File: src/rtl/websocket_frame_deframer_assert.svh
// Assertion macros for the deframer RTL
`ifndef WEBSOCKET_FRAME_DEFRAMER_ASSERT_SVH
`define WEBSOCKET_FRAME_DEFRAMER_ASSERT_SVH

// same-cycle implication
`define WSD_ASSERT_NOW(lbl, clk, rst_n, ante, cons) \
	lbl: assert property (@(posedge clk) disable iff (!rst_n) (ante) |-> (cons)) \
		else $error("deframer assertion failed");

// next-cycle implication
`define WSD_ASSERT_NEXT(lbl, clk, rst_n, ante, cons) \
	lbl: assert property (@(posedge clk) disable iff (!rst_n) (ante) |=> (cons)) \
		else $error("deframer assertion failed");

`endif

File: src/rtl/wsd_pkg.sv
// Types and constants of the WebSocket frame deframer
package wsd_pkg;

	localparam int CFG_INDEX_W = 2;
	localparam int CFG_DATA_W  = 8;

	localparam logic [CFG_INDEX_W-1:0] REG_MAX_CONTROL = 2'd0;
	localparam logic [CFG_INDEX_W-1:0] REG_MAX_CLOSE   = 2'd1;
	localparam logic [CFG_INDEX_W-1:0] REG_MASK_REQ    = 2'd2;

	localparam logic [6:0] MAX_CONTROL_RST = 7'd125;
	localparam logic [7:0] MAX_CLOSE_RST   = 8'd125;

	localparam logic [3:0] OP_CONT     = 4'h0;
	localparam logic [3:0] OP_TEXT     = 4'h1;
	localparam logic [3:0] OP_BINARY   = 4'h2;
	localparam logic [3:0] OP_CONN_END = 4'h8;
	localparam logic [3:0] OP_PING     = 4'h9;
	localparam logic [3:0] OP_PONG     = 4'hA;

	localparam logic [6:0] LEN_CODE_16 = 7'd126;
	localparam logic [6:0] LEN_CODE_64 = 7'd127;

	typedef enum logic [1:0] {
		KIND_HEADER = 2'd0,
		KIND_DATA   = 2'd1,
		KIND_ERROR  = 2'd2
	} kind_t;

	typedef enum logic [2:0] {
		ERR_NONE       = 3'd0,
		ERR_FRAGMENTED = 3'd1,
		ERR_UNMASKED   = 3'd2,
		ERR_CTRL_LONG  = 3'd3,
		ERR_CONT       = 3'd4,
		ERR_CLOSE_LONG = 3'd5,
		ERR_BAD_OPCODE = 3'd6
	} err_t;

	typedef enum logic [4:0] {
		PH_FIRST   = 5'b00001,
		PH_SECOND  = 5'b00010,
		PH_EXT     = 5'b00100,
		PH_MASK    = 5'b01000,
		PH_PAYLOAD = 5'b10000
	} phase_t;

	typedef struct packed {
		logic [6:0] max_control_payload;
		logic [7:0] max_close_frame;
		logic       mask_required;
	} cfg_t;

	typedef struct packed {
		kind_t       kind;
		logic [3:0]  opcode;
		logic [62:0] payload_len;
		logic [7:0]  data_byte;
		logic        last;
		err_t        error_code;
	} result_t;

endpackage

File: src/rtl/wsd_in_if.sv
// Byte stream channel into the deframer
interface wsd_in_if;
	logic       valid;
	logic       ready;
	logic [7:0] in_byte;
	logic       new_stream;

	modport source(output valid, output in_byte, output new_stream, input ready);
	modport sink(input valid, input in_byte, input new_stream, output ready);
endinterface

File: src/rtl/wsd_out_if.sv
// Record channel out of the deframer
interface wsd_out_if;
	logic        valid;
	logic        ready;
	logic [1:0]  kind;
	logic [3:0]  opcode;
	logic [62:0] payload_len;
	logic [7:0]  data_byte;
	logic        last;
	logic [2:0]  error_code;

	modport source(output valid, output kind, output opcode, output payload_len,
		output data_byte, output last, output error_code, input ready);
	modport sink(input valid, input kind, input opcode, input payload_len,
		input data_byte, input last, input error_code, output ready);
endinterface

File: src/rtl/websocket_frame_deframer.sv
// WebSocket client-to-server deframer: one stream byte in, at most one record out
//
// stream:  one byte per beat (in_byte) plus new_stream, which restarts the
//          parser before that byte is taken.
// records: header record when a header completes, one record per unmasked
//          payload byte (last on the final one), or an error record, after
//          which bytes are dropped until new_stream is raised.
// cfg:     write-only port; cfg_index 0 max_control_payload, 1 max_close_frame,
//          2 mask_required. The user must write it only while the block is idle;
//          the block itself does not enforce this.
// Throughput: one byte per cycle while records.ready is high. The accepted
//          byte sits in an input register; when the output register is free or
//          emptying, the parser state is updated and the record formed into it.
// Stall:   while records.ready is low the output register holds its record;
//          one more byte can wait in the input register, then stream.ready falls.
// Reset:   arst_n clears both registers' valid bits, the parser waits for the
//          first header byte, and the config registers return to 125/125/1.
`include "websocket_frame_deframer_assert.svh"

module websocket_frame_deframer #(
	parameter int LENGTH_BITS = 64
) (
	input  logic                            clk,
	input  logic                            arst_n,
	input  logic                            cfg_we,
	input  logic [wsd_pkg::CFG_INDEX_W-1:0] cfg_index,
	input  logic [wsd_pkg::CFG_DATA_W-1:0]  cfg_data,
	wsd_in_if.sink                          stream,
	wsd_out_if.source                       records
);

	wsd_pkg::cfg_t    cfg;
	logic             valid_s1;
	logic [7:0]       byte_s1;
	logic             new_stream_s1;
	logic             advance;
	logic             produce;
	logic             halted;
	wsd_pkg::result_t res;
	logic             valid_s2;
	wsd_pkg::result_t res_s2;

	wsd_cfg_regs u_cfg (
		.clk       (clk),
		.arst_n    (arst_n),
		.cfg_we    (cfg_we),
		.cfg_index (cfg_index),
		.cfg_data  (cfg_data),
		.cfg       (cfg)
	);

	// input stage moves on whenever the output register is free or emptying
	assign advance      = valid_s1 && (!valid_s2 || records.ready);
	assign stream.ready = !valid_s1 || advance;

	always_ff @(posedge clk or negedge arst_n) begin
		if (!arst_n) begin
			valid_s1 <= 1'b0;
		end else if (stream.valid && stream.ready) begin
			valid_s1 <= 1'b1;
		end else if (advance) begin
			valid_s1 <= 1'b0;
		end
	end

	always_ff @(posedge clk) begin
		if (stream.valid && stream.ready) begin
			byte_s1       <= stream.in_byte;
			new_stream_s1 <= stream.new_stream;
		end
	end

	wsd_parser #(
		.LENGTH_BITS (LENGTH_BITS)
	) u_parser (
		.clk        (clk),
		.arst_n     (arst_n),
		.fire       (advance),
		.in_byte    (byte_s1),
		.new_stream (new_stream_s1),
		.cfg        (cfg),
		.produce    (produce),
		.res        (res),
		.halted     (halted)
	);

	always_ff @(posedge clk or negedge arst_n) begin
		if (!arst_n) begin
			valid_s2 <= 1'b0;
		end else if (advance && produce) begin
			valid_s2 <= 1'b1;
		end else if (records.ready) begin
			valid_s2 <= 1'b0;
		end
	end

	always_ff @(posedge clk) begin
		if (advance && produce) begin
			res_s2 <= res;
		end
	end

	assign records.valid       = valid_s2;
	assign records.kind        = res_s2.kind;
	assign records.opcode      = res_s2.opcode;
	assign records.payload_len = res_s2.payload_len;
	assign records.data_byte   = res_s2.data_byte;
	assign records.last        = res_s2.last;
	assign records.error_code  = res_s2.error_code;

	`WSD_ASSERT_NEXT(a_error_halts, clk, arst_n,
		advance && produce && res.kind == wsd_pkg::KIND_ERROR, halted)
	`WSD_ASSERT_NOW(a_error_record_clean, clk, arst_n,
		valid_s2 && res_s2.kind == wsd_pkg::KIND_ERROR,
		!res_s2.last && res_s2.data_byte == 8'd0 && res_s2.error_code != wsd_pkg::ERR_NONE)
	`WSD_ASSERT_NOW(a_empty_header_last, clk, arst_n,
		valid_s2 && res_s2.kind == wsd_pkg::KIND_HEADER,
		res_s2.last == (res_s2.payload_len == 63'd0))
	`WSD_ASSERT_NOW(a_halted_silent, clk, arst_n,
		advance && halted && !new_stream_s1, !produce)

endmodule

File: src/rtl/wsd_cfg_regs.sv
// Configuration registers of the deframer
module wsd_cfg_regs (
	input  logic                           clk,
	input  logic                           arst_n,
	input  logic                           cfg_we,
	input  logic [wsd_pkg::CFG_INDEX_W-1:0] cfg_index,
	input  logic [wsd_pkg::CFG_DATA_W-1:0]  cfg_data,
	output wsd_pkg::cfg_t                  cfg
);

	wsd_pkg::cfg_t cfg_q;

	always_ff @(posedge clk or negedge arst_n) begin
		if (!arst_n) begin
			cfg_q.max_control_payload <= wsd_pkg::MAX_CONTROL_RST;
			cfg_q.max_close_frame     <= wsd_pkg::MAX_CLOSE_RST;
			cfg_q.mask_required       <= 1'b1;
		end else if (cfg_we) begin
			case (cfg_index)
				wsd_pkg::REG_MAX_CONTROL: cfg_q.max_control_payload <= cfg_data[6:0];
				wsd_pkg::REG_MAX_CLOSE:   cfg_q.max_close_frame     <= cfg_data;
				wsd_pkg::REG_MASK_REQ:    cfg_q.mask_required       <= cfg_data[0];
				default: ;
			endcase
		end
	end

	assign cfg = cfg_q;

endmodule

File: src/rtl/wsd_parser.sv
// Header parser and payload unmasker: state plus one byte of work per beat
module wsd_parser #(
	parameter int LENGTH_BITS = 64
) (
	input  logic              clk,
	input  logic              arst_n,
	input  logic              fire,
	input  logic [7:0]        in_byte,
	input  logic              new_stream,
	input  wsd_pkg::cfg_t     cfg,
	output logic              produce,
	output wsd_pkg::result_t  res,
	output logic              halted
);

	localparam int CW = (LENGTH_BITS >= 63) ? 63 : LENGTH_BITS;
	localparam logic [CW-1:0] LEN_CAP = {CW{1'b1}};

	wsd_pkg::phase_t phase_q, phase_nx, phase_cur;
	logic            halted_q, halted_nx, halted_cur;
	logic [3:0]      opcode_q, opcode_nx;
	logic [3:0]      hcount_q, hcount_nx;
	logic [CW-1:0]   acc_q, acc_nx;
	logic            ovf_q, ovf_nx;
	logic [31:0]     key_q, key_nx;
	logic [1:0]      mpos_q, mpos_nx;
	logic [CW-1:0]   remain_q, remain_nx;
	logic            masked_q, masked_nx;

	logic [CW-1:0]   acc_sh, remain_dec;
	logic            ovf_sh;
	logic [6:0]      len_code;
	logic [7:0]      key_byte;

	// length-done inputs and checks
	logic [CW-1:0]   ld_len;
	logic [3:0]      ld_hc;
	logic            ld_masked, ld_big, ld_err;
	logic [8:0]      ld_total;
	wsd_pkg::err_t   ld_code;

	logic            ld_c, fail_c, hdr_c, data_c, data_last_c;
	wsd_pkg::err_t   fail_code_c;
	logic [CW-1:0]   fail_len_c, hdr_len_c;

	assign phase_cur  = new_stream ? wsd_pkg::PH_FIRST : phase_q;
	assign halted_cur = new_stream ? 1'b0 : halted_q;

	assign len_code   = in_byte[6:0];
	assign acc_sh     = {acc_q[CW-9:0], in_byte};
	assign ovf_sh     = ovf_q | (|acc_q[CW-1:CW-8]);
	assign remain_dec = remain_q - CW'(1);
	assign key_byte   = key_q[{~mpos_q, 3'b000} +: 8];

	always_comb begin
		if (phase_cur == wsd_pkg::PH_EXT) begin
			ld_len    = ovf_sh ? LEN_CAP : acc_sh;
			ld_hc     = hcount_q + 4'd1;
			ld_masked = masked_q;
		end else begin
			ld_len    = CW'(len_code);
			ld_hc     = 4'd2;
			ld_masked = in_byte[7];
		end
	end

	assign ld_big   = |ld_len[CW-1:8];
	assign ld_total = 9'(ld_len[7:0]) + 9'(ld_hc) + (ld_masked ? 9'd4 : 9'd0);

	always_comb begin
		ld_err  = 1'b0;
		ld_code = wsd_pkg::ERR_NONE;
		if (opcode_q == wsd_pkg::OP_CONT) begin
			ld_err  = 1'b1;
			ld_code = wsd_pkg::ERR_CONT;
		end else if (opcode_q == wsd_pkg::OP_PING || opcode_q == wsd_pkg::OP_PONG) begin
			if (ld_len > CW'(cfg.max_control_payload)) begin
				ld_err  = 1'b1;
				ld_code = wsd_pkg::ERR_CTRL_LONG;
			end
		end else if (opcode_q == wsd_pkg::OP_CONN_END) begin
			if (ld_len >= CW'(2) && (ld_big || ld_total > 9'(cfg.max_close_frame))) begin
				ld_err  = 1'b1;
				ld_code = wsd_pkg::ERR_CLOSE_LONG;
			end
		end else if (opcode_q != wsd_pkg::OP_TEXT && opcode_q != wsd_pkg::OP_BINARY) begin
			ld_err  = 1'b1;
			ld_code = wsd_pkg::ERR_BAD_OPCODE;
		end
	end

	always_comb begin
		phase_nx    = phase_q;
		halted_nx   = halted_q;
		opcode_nx   = opcode_q;
		hcount_nx   = hcount_q;
		acc_nx      = acc_q;
		ovf_nx      = ovf_q;
		key_nx      = key_q;
		mpos_nx     = mpos_q;
		remain_nx   = remain_q;
		masked_nx   = masked_q;
		ld_c        = 1'b0;
		fail_c      = 1'b0;
		fail_code_c = wsd_pkg::ERR_NONE;
		fail_len_c  = '0;
		hdr_c       = 1'b0;
		hdr_len_c   = '0;
		data_c      = 1'b0;
		data_last_c = 1'b0;
		if (fire) begin
			phase_nx  = phase_cur;
			halted_nx = halted_cur;
			if (!halted_cur) begin
				case (phase_cur)
					wsd_pkg::PH_FIRST: begin
						opcode_nx = in_byte[3:0];
						hcount_nx = 4'd1;
						acc_nx    = '0;
						ovf_nx    = 1'b0;
						key_nx    = '0;
						mpos_nx   = '0;
						remain_nx = '0;
						if (!in_byte[7]) begin
							fail_c      = 1'b1;
							fail_code_c = wsd_pkg::ERR_FRAGMENTED;
						end else begin
							phase_nx = wsd_pkg::PH_SECOND;
						end
					end
					wsd_pkg::PH_SECOND: begin
						hcount_nx = 4'd2;
						if (!in_byte[7] && cfg.mask_required) begin
							fail_c      = 1'b1;
							fail_code_c = wsd_pkg::ERR_UNMASKED;
						end else if (len_code == wsd_pkg::LEN_CODE_16 ||
								len_code == wsd_pkg::LEN_CODE_64) begin
							remain_nx = (len_code == wsd_pkg::LEN_CODE_64) ? CW'(8) : CW'(2);
							acc_nx    = '0;
							ovf_nx    = 1'b0;
							masked_nx = in_byte[7];
							phase_nx  = wsd_pkg::PH_EXT;
						end else begin
							ld_c = 1'b1;
						end
					end
					wsd_pkg::PH_EXT: begin
						hcount_nx = hcount_q + 4'd1;
						acc_nx    = acc_sh;
						ovf_nx    = ovf_sh;
						remain_nx = remain_dec;
						if (remain_dec == '0) begin
							ld_c = 1'b1;
						end
					end
					wsd_pkg::PH_MASK: begin
						hcount_nx = hcount_q + 4'd1;
						key_nx    = {key_q[23:0], in_byte};
						mpos_nx   = mpos_q + 2'd1;
						if (mpos_q == 2'd3) begin
							hdr_c     = 1'b1;
							hdr_len_c = acc_q;
						end
					end
					wsd_pkg::PH_PAYLOAD: begin
						data_c    = 1'b1;
						mpos_nx   = mpos_q + 2'd1;
						remain_nx = remain_dec;
						if (remain_dec == '0) begin
							data_last_c = 1'b1;
							phase_nx    = wsd_pkg::PH_FIRST;
							mpos_nx     = '0;
						end
					end
					default: phase_nx = wsd_pkg::PH_FIRST;
				endcase

				// length known: saturated length is kept, opcode checks run
				if (ld_c) begin
					acc_nx    = ld_len;
					ovf_nx    = 1'b0;
					masked_nx = ld_masked;
					if (ld_err) begin
						fail_c      = 1'b1;
						fail_code_c = ld_code;
						fail_len_c  = ld_len;
					end else if (ld_masked) begin
						mpos_nx  = '0;
						phase_nx = wsd_pkg::PH_MASK;
					end else begin
						key_nx    = '0;
						hdr_c     = 1'b1;
						hdr_len_c = ld_len;
					end
				end

				if (hdr_c) begin
					remain_nx = hdr_len_c;
					mpos_nx   = '0;
					phase_nx  = (hdr_len_c == '0) ? wsd_pkg::PH_FIRST : wsd_pkg::PH_PAYLOAD;
				end

				if (fail_c) begin
					halted_nx = 1'b1;
				end
			end
		end
	end

	always_comb begin
		produce         = fail_c | hdr_c | data_c;
		res.opcode      = opcode_nx;
		res.kind        = fail_c ? wsd_pkg::KIND_ERROR :
			(data_c ? wsd_pkg::KIND_DATA : wsd_pkg::KIND_HEADER);
		res.payload_len = fail_c ? 63'(fail_len_c) : (hdr_c ? 63'(hdr_len_c) : 63'(acc_q));
		res.data_byte   = data_c ? (in_byte ^ key_byte) : 8'd0;
		res.last        = hdr_c ? (hdr_len_c == '0) : data_last_c;
		res.error_code  = fail_c ? fail_code_c : wsd_pkg::ERR_NONE;
	end

	always_ff @(posedge clk or negedge arst_n) begin
		if (!arst_n) begin
			phase_q  <= wsd_pkg::PH_FIRST;
			halted_q <= 1'b0;
			opcode_q <= '0;
			hcount_q <= '0;
			acc_q    <= '0;
			ovf_q    <= 1'b0;
			key_q    <= '0;
			mpos_q   <= '0;
			remain_q <= '0;
			masked_q <= 1'b0;
		end else begin
			phase_q  <= phase_nx;
			halted_q <= halted_nx;
			opcode_q <= opcode_nx;
			hcount_q <= hcount_nx;
			acc_q    <= acc_nx;
			ovf_q    <= ovf_nx;
			key_q    <= key_nx;
			mpos_q   <= mpos_nx;
			remain_q <= remain_nx;
			masked_q <= masked_nx;
		end
	end

	assign halted = halted_q;

endmodule

File: src/flat_wrapper.sv
// flat-port wrapper written by rule: the top's interface ports become plain ports
module websocket_frame_deframer_flat 
#(
	parameter int LENGTH_BITS = 64
)
  (clk, arst_n, cfg_we, cfg_index, cfg_data, stream_valid, stream_in_byte, stream_new_stream, stream_ready, records_valid, records_kind, records_opcode, records_payload_len, records_data_byte, records_last, records_error_code, records_ready);
  wsd_in_if stream_i ();
  wsd_out_if records_i ();
  input  logic clk;
  input  logic arst_n;
  input  logic cfg_we;
  input  logic [wsd_pkg::CFG_INDEX_W-1:0] cfg_index;
  input  logic [wsd_pkg::CFG_DATA_W-1:0] cfg_data;
  input wire logic [$bits(stream_i.valid)-1:0] stream_valid;
  input wire logic [$bits(stream_i.in_byte)-1:0] stream_in_byte;
  input wire logic [$bits(stream_i.new_stream)-1:0] stream_new_stream;
  output wire logic [$bits(stream_i.ready)-1:0] stream_ready;
  output wire logic [$bits(records_i.valid)-1:0] records_valid;
  output wire logic [$bits(records_i.kind)-1:0] records_kind;
  output wire logic [$bits(records_i.opcode)-1:0] records_opcode;
  output wire logic [$bits(records_i.payload_len)-1:0] records_payload_len;
  output wire logic [$bits(records_i.data_byte)-1:0] records_data_byte;
  output wire logic [$bits(records_i.last)-1:0] records_last;
  output wire logic [$bits(records_i.error_code)-1:0] records_error_code;
  input wire logic [$bits(records_i.ready)-1:0] records_ready;
  assign stream_i.valid = stream_valid;
  assign stream_i.in_byte = stream_in_byte;
  assign stream_i.new_stream = stream_new_stream;
  assign stream_ready = stream_i.ready;
  assign records_valid = records_i.valid;
  assign records_kind = records_i.kind;
  assign records_opcode = records_i.opcode;
  assign records_payload_len = records_i.payload_len;
  assign records_data_byte = records_i.data_byte;
  assign records_last = records_i.last;
  assign records_error_code = records_i.error_code;
  assign records_i.ready = records_ready;
  websocket_frame_deframer #(.LENGTH_BITS(LENGTH_BITS)) u_core (.clk(clk), .arst_n(arst_n), .cfg_we(cfg_we), .cfg_index(cfg_index), .cfg_data(cfg_data), .stream(stream_i), .records(records_i));
endmodule
File: config.mk
export PLATFORM = sky130hd
export DESIGN_NAME = websocket_frame_deframer_flat
export DESIGN_NICKNAME = d
export VERILOG_FILES = /design/src/rtl/wsd_pkg.sv /design/src/rtl/wsd_in_if.sv /design/src/rtl/wsd_out_if.sv /design/src/rtl/websocket_frame_deframer.sv /design/src/rtl/wsd_cfg_regs.sv /design/src/rtl/wsd_parser.sv /design/src/flat_wrapper.sv
export VERILOG_INCLUDE_DIRS = /design/src /design/src/rtl
export SDC_FILE = /design/constraint.sdc
export NUM_CORES = 1
export LEC_CHECK = 0
export BUFFER_PORTS_ARGS = -buffer_cell sky130_fd_sc_hd__buf_4
export CORE_MARGIN = 2
export CORE_UTILIZATION = 35
export CTS_BUF_LIST = sky130_fd_sc_hd__clkbuf_4 sky130_fd_sc_hd__clkbuf_8
export CTS_CLUSTER_SIZE = 20
export DETAILED_ROUTE_END_ITERATION = 6
export GPL_ROUTABILITY_DRIVEN = 0
export HOLD_SLACK_MARGIN = 0.05
export PLACE_DENSITY_LB_ADDON = 0.3
export SLEW_MARGIN = 30
export SYNTH_ARGS = -nofsm -noshare
export SYNTH_HDL_FRONTEND = slang
export SYNTH_SLANG_ARGS = --single-unit
File: constraint.sdc
create_clock -name clk -period 28.3 [get_ports clk]
set_clock_uncertainty 0.1 [all_clocks]
set_input_delay 5.66 -clock clk [delete_from_list [all_inputs] [get_ports clk]]
set_output_delay 5.66 -clock clk [all_outputs]
set_load 0.01 [all_outputs]
==> impl_metrics.csv, run 1 <==
group,metric,value,unit
worst_setup_path,worstPathArrival,6.10,ns
synth,synth_top_cell_by_area,"dfrtp_1",
grt,grt_usage,24.5,%
power_and_ir_drop,p_leak,0.00792,uW
cts,cts_resized,0,
job,maxCapViolations,0,
power_and_ir_drop,net-switching-power,844,uW
grt,grt_overflow_total,0,
detailed_routing,drc,0,
grt,grt_pass1_vias,15477,
placement,place_hpwl,42.5,mm
power_and_ir_drop,power.density,96.2,nW/um2
cts,clkLatencyLatePin,0.67,ns
power_and_ir_drop,p_int,1030,uW
run_status,status,"completed",
worst_setup_path,crit_start,"records_ready",
worst_setup_path,worstSetupEndpoint,"stream_ready",
timing,max_freq,0.0843,GHz
detailed_routing,via_per_inst,6.22,
cts,cts_buffers,50,
power_and_ir_drop,pwr-share-clk,22.5,%
synth,synth_top_area_share,26.5,%
final_layout,fin_util,40.7,%
cts,clock-sinks,284,
power_and_ir_drop,pwr-share-comb,48.2,%
power_and_ir_drop,p_seq_share,29.3,%
synth,syn_area_per_cell,9.21,um2
synth,async_reset_ff_share,68.3,%
cts,clk_pin_slew_worst_paths,0.07,ns
grt,grt_pass1_wl,94.7,mm
final_layout,insertedDiodeCount,0,
worst_setup_path,crit_path_max_fanout,3,
cts,root_buffer,"clkbuf_8",
timing,finalWorstSetupSlack,16.44,ns
final_layout,drive_gt1_share,16.1,%
synth,synth_nets,1897,
timing,finalSetupViolCount,0,
floorplan,core-area,47800,um2
cts,cts_tree,"done",
synth,synth_common_cells,"192 x o21ai_0, 185 x nand2_1, 180 x dfrtp_1",
synth,synth_edf_count,90,
synth,ys_ff_latch,284,
timing,period_minus_slack,11.86,ns
worst_setup_path,crit_required,22.54,ns
worst_setup_path,r2r-start,"u_core.u_parser.acc_q[55]",
detailed_routing,drt_iter0_drc,2250,
cts,cts_hold_buf,0,
timing,hold_violations,0,
placement,dp_slack,16.44,ns
synth,synthFlopType,"dfrtp_1",
synth,synth.distinct_cells,80,
power_and_ir_drop,netSwitchingFraction,45.1,%
cts,cts_buffer_depth,3,
timing,drv_slew,0,
worst_setup_path,timing.rr.end,"u_core.records.payload_len[39]",
worst_setup_path,r2r.worst_path.cells,29,
floorplan,initial_utilization,35.5,%
worst_setup_path,critPathCaptureType,"primary output",
worst_setup_path,r2r_slack,19.58,ns
timing,rsz0062_at_grt,"no",
power_and_ir_drop,ir_drop,0.0000499,V
worst_setup_path,path_class,"in2out",
floorplan,die_y,224,um
synth,yosys_warnings,0,
detailed_routing,dr.pass1.iters,7,
floorplan,design.portCount,107,
final_layout,nets,1947,
detailed_routing,drtAntennaViolNets,0,
timing,fin_crit_sh,41.9,%
grt,grt_max_degree,86,
final_layout,area_delta_synth_final,14.5,%
synth,syn_area,17000,um2
placement,port_buffers,106,
synth,synthMostInstantiatedCell,"o21ai_0",
timing,tns,0,ns
min_path,min-delay-path-class,"reg2reg",
detailed_routing,num_vias,15865,
cts,cts_setup_buffers,0,
detailed_routing,wl_per_cell,24.4,um
floorplan,num_rows,80,
timing,max-slew-margin-rel,29.8,%
synth,synth_area_leaders,"dfrtp_1 27%, edfxtp_1 16%, o21ai_0 5.7%",
timing,worst_pin_slew,1.04,ns
synth,syn_inst,1845,
synth,synth-seq-area-share,44.6,%
cts,cts-htree-levels,2,
detailed_routing,wirelength,62.2,mm
floorplan,dieWidth,224,um
floorplan,dieArea,50300,um2
worst_setup_path,startpoint_type,"primary input",
min_path,hold_depth,2,
grt,antenna_found_initial,0,
[registers in the layout (all words and copies together), names as in the netlist, 2 cells and up]
signal	cells
u_core.records.payload_len	63
u_core.u_parser.key_q	32
u_core.u_parser.hcount_q	4
u_core.u_parser.phase_q	5
u_core.u_parser.acc_q	63
u_core.records.data_byte	8
u_core.records.error_code	3
u_core.u_parser.opcode_q	4
u_core.byte_s1	8
u_core.u_cfg.cfg	16
u_core.records.opcode	4
u_core.u_parser.mpos_q	2
u_core.records.kind	2
u_core.u_parser.remain_q	63
[power groups by stage]
stage	combinational [uW]	clock, uW	sequential, uW
floorplan	591	0	539
global placement	855	0	552
detailed placement	865	0	553
CTS	871	430	546
global route	967	449	554
finish	902	421	548
[cells by family (layout without fill, tap and decap cells)]
logic type,Yosys count,after routing,share of synthesized area [%]
compound gates,588,588,22.7
xor+xnor,44,44,2.27
buf+inv,217,309,5.19
flops,284,284,44.6
simple gates,614,614,18.3
fa+ha+maj,28,28,2.15
mux,70,70,4.84
[how the worst min path moves through the flow]
stage | from | end | slack (ns)
after global routing | u_core.u_parser.key_q[21] | u_core.u_parser.key_q[29] | 0.43
after detailed placement | u_core.u_parser.halted | u_core.u_parser.halted | 0.37
after floorplan | u_core.u_parser.ovf_q | u_core.u_parser.ovf_q | 0.34
final | u_core.u_parser.halted | u_core.u_parser.halted | 0.39
after CTS | u_core.u_parser.halted | u_core.u_parser.halted | 0.40
after global placement | u_core.u_parser.halted | u_core.u_parser.halted | 0.36
[worst max-delay path, cell delays in order]
cell	delay (ns)
buf_4	0.11
nand3b_1	0.17
buf_4	0.16
[cell type report]
| type | instances | area (um2) |
|---|---|---|
| Clock inverter | 20 | 181 |
| Multi-Input combinational cell | 1344 | 8640 |
| Fill cell | 4726 | 28400 |
| Timing Repair Buffer | 138 | 1090 |
| Inverter | 77 | 289 |
| Clock buffer | 74 | 912 |
| Tap cell | 615 | 769 |
| Sequential cell | 284 | 7570 |
[per-stage QoR]
stage | hold WS, ns | total power [uW] | cells | instance area (um2)
after floorplan | 0.340 | 1130 | 1845 | 17000
after global placement | 0.359 | 1410 | 2455 | 18300
after detailed placement | 0.372 | 1420 | 2457 | 18300
after CTS | 0.395 | 1850 | 2551 | 19400
after global routing | 0.427 | 1970 | 2552 | 19500
final | 0.391 | 1870 | 2552 | 19500
[layout by cell type (no fill, tap or decap), types with 9 or more instances in the layout]
master / count
nand3_1: 35
or4_1: 28
nand2b_1: 20
a21oi_1: 110
o21ai_1: 14
or2_2: 14
buf_4: 133
o21ai_0: 191
edfxtp_1: 90
clkbuf_4: 17
nor3_1: 55
or3_1: 28
xor2_1: 9
nand4_1: 31
o22ai_1: 45
dfrtp_1: 180
and4_1: 9
o2bb2ai_1: 32
nand2_1: 185
a22o_1: 66
mux2i_1: 45
a21o_1: 9
inv_1: 77
xnor2_1: 35
ha_1: 26
mux2_2: 17
clkbuf_8: 58
nor2_1: 108
o221ai_1: 24
and3_1: 16
dfstp_2: 14
nor4_1: 33
nor2b_1: 10
[metal layers]
| layer | part of all wire (%) | vias up | GRT usage [%] | wire (um) |
|---|---|---|---|---|
| li1 | - | 7029 | - | - |
| met1 | 41 | 7693 | 34.5 | 25700 |
| met2 | 43 | 983 | 36.4 | 27100 |
| met3 | 11 | 160 | 4.82 | 6730 |
| met4 | 4.4 | 0 | 11.5 | 2750 |
| met5 | 0 | - | 0 | 0 |
(Power assumes the default switching activity.)
==> inputs of run 2 (changes only) <==
- clock period: 28.3 -> 10.5 ns (I/O delays scaled with it)
==> impl_metrics.csv, run 2 (same netlist as run 1, synthesis figures left out) <==
group,metric,value,unit
worst_setup_path,r2r_slack,1.65,ns
grt,grt_max_degree,125,
placement,port_buffers,106,
worst_setup_path,crit_path_max_fanout,30,
power_and_ir_drop,p_seq_share,29.2,%
grt,antenna_found_initial,2,
timing,max-slew-margin-rel,29.4,%
floorplan,core-area,47800,um2
cts,cts-htree-levels,2,
worst_setup_path,startpoint_type,"flop",
timing,worst_pin_slew,1.06,ns
worst_setup_path,worstSetupEndpoint,"u_core.records.payload_len[50]",
floorplan,die_y,224,um
timing,tns,0,ns
floorplan,design.portCount,107,
grt,grt_pass1_wl,93.6,mm
final_layout,layout_common_cells,"190 x o21ai_0, 185 x nand2_1, 180 x dfrtp_1",
cts,clock-sinks,284,
final_layout,mostFrequentLayoutCell,"o21ai_0",
detailed_routing,dr.pass1.iters,6,
final_layout,fillCellCount,4682,
detailed_routing,wirelength,62.3,mm
floorplan,dieArea,50300,um2
timing,rsz0062_at_grt,"no",
timing,finalSetupViolCount,0,
cts,cts_setup_buffers,0,
cts,cts_tree,"done",
power_and_ir_drop,p_int,2790,uW
cts,root_buffer,"clkbuf_8",
floorplan,num_rows,80,
cts,clk_pin_slew_worst_paths,0.06,ns
detailed_routing,wl_per_cell,24.4,um
power_and_ir_drop,ir_drop,0.000134,V
grt,grt_usage,24.4,%
timing,drv_slew,0,
power_and_ir_drop,net-switching-power,2290,uW
cts,cts_buffers,51,
worst_setup_path,crit_required,10.87,ns
power_and_ir_drop,pwr-share-clk,23.1,%
cts,clkLatencyLatePin,0.68,ns
detailed_routing,drc,0,
power_and_ir_drop,p_leak,0.00789,uW
worst_setup_path,worstPathArrival,9.22,ns
worst_setup_path,path_class,"reg2reg",
detailed_routing,drtAntennaViolNets,0,
timing,fin_crit_sh,84.3,%
worst_setup_path,r2r-start,"u_core.new_stream_s1",
worst_setup_path,crit_start,"u_core.new_stream_s1",
worst_setup_path,r2r.worst_path.cells,25,
final_layout,nets,1942,
cts,cts_hold_buf,0,
grt,grt_overflow_total,0,
final_layout,drive_gt1_share,15.6,%
cts,cts_buffer_depth,3,
detailed_routing,drt_iter0_drc,2090,
cts,cts_resized,0,
detailed_routing,via_per_inst,6.21,
min_path,min-delay-path-class,"reg2reg",
grt,grt_pass1_vias,14899,
floorplan,initial_utilization,35.5,%
run_status,status,"completed",
floorplan,dieWidth,224,um
timing,period_minus_slack,8.85,ns
placement,place_hpwl,43.2,mm
power_and_ir_drop,power.density,261,nW/um2
worst_setup_path,critPathCaptureType,"flop",
final_layout,fin_util,40.6,%
timing,hold_violations,0,
timing,max_freq,0.113,GHz
power_and_ir_drop,pwr-share-comb,47.7,%
detailed_routing,num_vias,15841,
final_layout,area_delta_synth_final,14.5,%
job,maxCapViolations,0,
worst_setup_path,timing.rr.end,"u_core.records.payload_len[50]",
power_and_ir_drop,netSwitchingFraction,45.1,%
-- run 2: worst min-delay path by stage --
stage | endpoint | slack, ns | start | depth (start not counted)
6_report | u_core.u_parser.halted | 0.39 | u_core.u_parser.halted | 2
5_1_grt | u_core.u_parser.halted | 0.42 | u_core.u_parser.halted | 2
4_1_cts | u_core.u_parser.halted | 0.39 | u_core.u_parser.halted | 2
3_5_place_dp | u_core.u_parser.halted | 0.38 | u_core.u_parser.halted | 2
3_3_place_gp | u_core.u_parser.halted | 0.36 | u_core.u_parser.halted | 2
2_1_floorplan | u_core.u_parser.ovf_q | 0.34 | u_core.u_parser.ovf_q | 2
-- run 2: area by class of cell --
class	instances	area (um2)	share of cell area (%)
clock inverter	30	297	1.53
antenna	1	2.50	0.0129
multi-input combinational	1344	8650	44.5
clock buffer	66	846	4.35
timing repair buffer	132	1010	5.21
tap	615	769	3.96
inverter	77	289	1.49
sequential	284	7570	39.0
-- run 2: critical path: stages, from the launching register on --
cell      delay, ns
edfxtp_1       0.52
or4_1          0.68
or3_1          0.72
nand2_1        0.18
nand2_1        0.26
fa_1           0.59
ha_1           0.33
a21o_1         0.19
a21o_1         0.20
a21oi_1        0.26
inv_1          0.07
a21oi_1        0.15
a21oi_1        0.09
ha_1           0.31
nand2_1        0.07
nor2_1         0.13
nand4_1        0.12
nor3b_1        0.15
a21oi_1        0.23
nand2_2        0.20
or4_1          0.55
or3_1          0.78
a21oi_4        0.63
buf_4          0.56
mux2_2         0.40
o22ai_1        0.14
-- run 2: through the flow --
step / instances / power, uW / area [um2] / setup WS (ns) / hold WS, ns
after floorplan: 1845 / 3050 / 17000 / 1.57 / 0.340
after global placement: 2451 / 3810 / 18300 / 2.06 / 0.359
after detailed placement: 2452 / 3820 / 18300 / 1.87 / 0.380
after CTS: 2548 / 5020 / 19400 / 1.80 / 0.394
after global routing: 2548 / 5340 / 19400 / 1.24 / 0.417
final: 2549 / 5080 / 19400 / 1.65 / 0.388
-- run 2: layer usage --
metal  vias up  routed length (um)  GRT usage (%)
met1      7696               25800           33.9
met5         -                   7              0
li1       7026                   -              -
met3       157                7160           6.32
met2       960               26900           35.9
met4         2                2470           10.1
-- run 2: power by group through the flow --
stage	logic (uW)	clock network (uW)	registers (uW)
2_1_floorplan	1590	0	1450
3_3_place_gp	2310	0	1500
3_5_place_dp	2320	0	1500
4_1_cts	2340	1200	1480
5_1_grt	2600	1240	1500
6_report	2420	1170	1490
